==> src/hdl/sco_ram.sv <==
module sco_ram #(
   parameter int WIDTH = 24,
   parameter int DEPTH = 128
) (
   input  logic                                     clock,
   input  logic                                     wr_en,
   input  logic [((DEPTH > 1) ? $clog2(DEPTH) : 1)-1:0] wr_addr,
   input  logic [WIDTH-1:0]                         wr_data,
   input  logic                                     rd_en,
   input  logic [((DEPTH > 1) ? $clog2(DEPTH) : 1)-1:0] rd_addr,
   output logic [WIDTH-1:0]                         rd_data
);
   logic [WIDTH-1:0] mem_ff [DEPTH];
   logic [WIDTH-1:0] rd_data_ff;

   always_ff @(posedge clock) begin
      if (wr_en) begin
         mem_ff[wr_addr] <= wr_data;
      end
      if (rd_en) begin
         rd_data_ff <= mem_ff[rd_addr];
      end
   end

   assign rd_data = rd_data_ff;
endmodule

==> config.mk <==
export PLATFORM = sky130hd
export DESIGN_NAME = sco_ram
export DESIGN_NICKNAME = d
export VERILOG_FILES = /design/src/hdl/sco_ram.sv
export SDC_FILE = /design/constraint.sdc
export NUM_CORES = 2
export LEC_CHECK = 0
export BUFFER_PORTS_ARGS = -buffer_cell sky130_fd_sc_hd__buf_4
export CAP_MARGIN = 20
export CORE_MARGIN = 2
export CORE_UTILIZATION = 45
export CTS_CLUSTER_SIZE = 28
export DETAILED_ROUTE_END_ITERATION = 10
export HOLD_SLACK_MARGIN = 0.15
export PLACE_DENSITY = 0.69
export REMOVE_ABC_BUFFERS = 1
export SETUP_SLACK_MARGIN = 0.1
export SLEW_MARGIN = 20
export SYNTH_ARGS = -nofsm -noshare
export SYNTH_HDL_FRONTEND = slang
export SYNTH_SLANG_ARGS = --single-unit
export TNS_END_PERCENT = 100
==> constraint.sdc <==
create_clock -name clock -period 5.2 [get_ports clock]
set_input_delay 1.04 -clock clock [delete_from_list [all_inputs] [get_ports clock]]
set_output_delay 1.04 -clock clock [all_outputs]
set_load 0.02 [all_outputs]
==> run_results.csv <==
group,metric,value,unit
setup_path,end_kind,"register",
clock_tree,cts_tree,"yes",
synth,yosysUniqueCellTypes,15,
synth,yosysTopAreaCell,"edfxtp_1",
floorplan,die_w,515,um
global_route,grt.total_usage,0.226,
clock_tree,clk_pin_slew,0.06,ns
clock_tree,clock_latency,0.95,ns
finish,area_growth,14.1,%
routing,vias,53800,
timing,rsz0062_at_grt,"no",
job,drv_cap,0,
floorplan,fp.dieArea,0.265,mm^2
placed_design,gp_congestion,0.804,
placed_design,dp_hpwl,168,mm
setup_path,worstSetupPathType,"input pin to register",
synth,avgSynthCellArea,25.9,um^2
clock_tree,cts_hold_buf,0,
timing,whs,0.556,ns
clock_tree,max-clock-path-buffers,4,
outcome,outcome,"complete, no violations",
global_route,grt_pass1_vias,54100,
setup_path,crit_required,5.88,ns
finish,drive_gt1_frac,0.365,
timing,worstMarginPinSlew,1.15,ns
finish,fillers,19300,
global_route,grt_start_max_net_pins,96,
global_route,grt_pass1_wl,420,mm
floorplan,coreArea,0.260,mm^2
routing,drt_wl_total,298,mm
timing,drv_slew,0,
routing,drtIter0Drc,8436,
clock_tree,cts_buffers,309,
floorplan,die_h,515,um
floorplan,ios,65,
global_route,grt_overflow,0,
timing,hold_violations,0,
timing,min_period_over_period,0.690,
routing,wire_per_inst,34.8,um
routing,firstDrtPassIters,5,
power_and_ir_drop,leakage,0.0409,uW
synth,yosysTopAreaCellShare,0.790,
finish,nets,4989,
placed_design,dpl_worst_slack,0.677,ns
synth,ys_seq_elements,3096,
synth,synthesis.area,0.118,mm^2
clock_tree,clock_sinks,3096,
clock_tree,cts_root_buffer,"clkbuf_16",
setup_path,critPathMaxFanout,25,
timing,setup-violations-final,0,
timing,slew_headroom,0.235,
timing,worst_slack,1.61,ns
routing,drc,0,
setup_path,cp-start-kind,"input pin",
finish,final_core_utilization,0.517,
floorplan,start_util,0.453,
worst_hold_path,hp-class,"input pin to register",
clock_tree,cts-htree-levels,5,
placed_design,io_buffers,64,
synth,synthTopCellsByArea,"edfxtp_1 (79%), mux4_2 (19%), clkbuf_1 (0.48%)",
power_and_ir_drop,ir_worst_vdd,0.000338,V
timing,finalSetupTns,0,ns
floorplan,num_rows,187,
timing,period_minus_slack,3.59,ns
worst_hold_path,hold_path_depth,1,
routing,via_per_inst,6.28,
clock_tree,cts_resized,0,
synth,yosysWarnings,0,
timing,clock.fmax,279,MHz
timing,skew,0.0479,ns
synth,synthCells,4538,
synth,yosysSeqAreaShare,0.790,
clock_tree,cts_setup_buffers,0,
setup_path,cp.arrival,4.26,ns
setup_path,ff2ff_path_depth,4,
routing,antenna_left,0,
global_route,antenna_found_initial,31,
power_and_ir_drop,power_density,380,mW/mm^2
cell families (layout without fill, tap and decap cells):
| kind of cell | count (synthesis) | after routing | share of synthesized area |
|---|---|---|---|
| buffers and inverters | 240 | 863 | 0.00836 |
| other | 0 | 12 | 0 |
| and+or+nand+nor | 170 | 170 | 0.00593 |
| DFF | 3096 | 3096 | 0.790 |
| muxes | 1032 | 1032 | 0.195 |
registers in the layout (all words and copies together), names as in the netlist:
register,cells
rd_data,24
mem_ff,3072
where the power goes:
part | switching [uW] | internal, uW | total, uW | leakage, uW
Combinational | 1590 | 1050 | 2640 | 0.00862
Clock | 9000 | 11700 | 20700 | 0.00447
Sequential | 71.3 | 27600 | 27700 | 0.0279
layout make-up:
cell class,count,area [um^2],area share
Sequential cell,3096,93000,0.692
Antenna cell,12,30.0,0.000224
Clock buffer,377,8160,0.0608
Tap cell,3402,4260,0.0317
Timing Repair Buffer,339,3340,0.0249
Multi-Input combinational cell,1202,24500,0.182
Clock inverter,147,1010,0.00752
worst paths after layout:
path | from | end | slack (ns)
worst max-delay path | rd_addr[0] | rd_data[18] | 1.61
worst min-delay path | wr_data[19] | mem_ff[96][19] | 0.56
worst max register to register | mem_ff[85][1] | rd_data[1] | 2.42
worst min register to register | mem_ff[36][9] | rd_data[9] | 1.21
metrics by stage:
| step | std cells | cell area [um^2] | power, uW |
|---|---|---|---|
| floorplan | 4298 | 117000 | 29200 |
| finish | 8575 | 134000 | 51000 |
| global route | 8566 | 134000 | 52300 |
| global placement | 8037 | 125000 | 30800 |
| detailed placement | 8037 | 125000 | 30800 |
| CTS | 8561 | 134000 | 51300 |
metal layers:
metal	vias up	track usage	part of all wire
li1	20800	-	-
met1	29200	0.316	0.37
met2	3355	0.359	0.48
met3	484	0.0478	0.11
met4	12	0.0716	0.033
met5	-	0	0.00025
layout by cell type, fill, tap and decap left out:
| master | count |
|---|---|
| buf_12 | 58 |
| buf_16 | 2 |
| buf_4 | 275 |
| buf_6 | 1 |
| buf_8 | 3 |
| bufinv_16 | 13 |
| clkbuf_1 | 60 |
| clkbuf_16 | 317 |
| clkinv_1 | 81 |
| clkinv_2 | 37 |
| clkinv_4 | 2 |
| clkinvlp_4 | 8 |
| diode_2 | 12 |
| edfxtp_1 | 3096 |
| inv_6 | 6 |
| mux2_2 | 24 |
| mux4_2 | 1008 |
| nand2_1 | 14 |
| nand2b_1 | 2 |
| nand3_1 | 8 |
| nand3_2 | 4 |
| nand4_1 | 3 |
| nor2_1 | 3 |
| nor2_2 | 26 |
| nor2_4 | 93 |
| nor2b_1 | 7 |
| nor3_2 | 9 |
| or3_1 | 1 |
worst max-delay path, cell delays in order:
cell and delay, ns:
buf_16 0.24, buf_12 0.30, buf_12 0.24, buf_12 0.23
mux4_2 0.53, mux4_2 0.60, mux4_2 0.63, mux2_2 0.33
cells in the mapped netlist:
| cell | n |
|---|---|
| buf_1 | 28 |
| buf_2 | 60 |
| buf_6 | 1 |
| clkbuf_1 | 151 |
| edfxtp_1 | 3096 |
| mux2_2 | 24 |
| mux4_2 | 1008 |
| nand2_1 | 14 |
| nand2b_1 | 2 |
| nand3_1 | 12 |
| nand4_1 | 3 |
| nor2_1 | 122 |
| nor2b_1 | 7 |
| nor3_1 | 9 |
| or3_1 | 1 |
No activity file was read; power rests on OpenSTA's default activity.
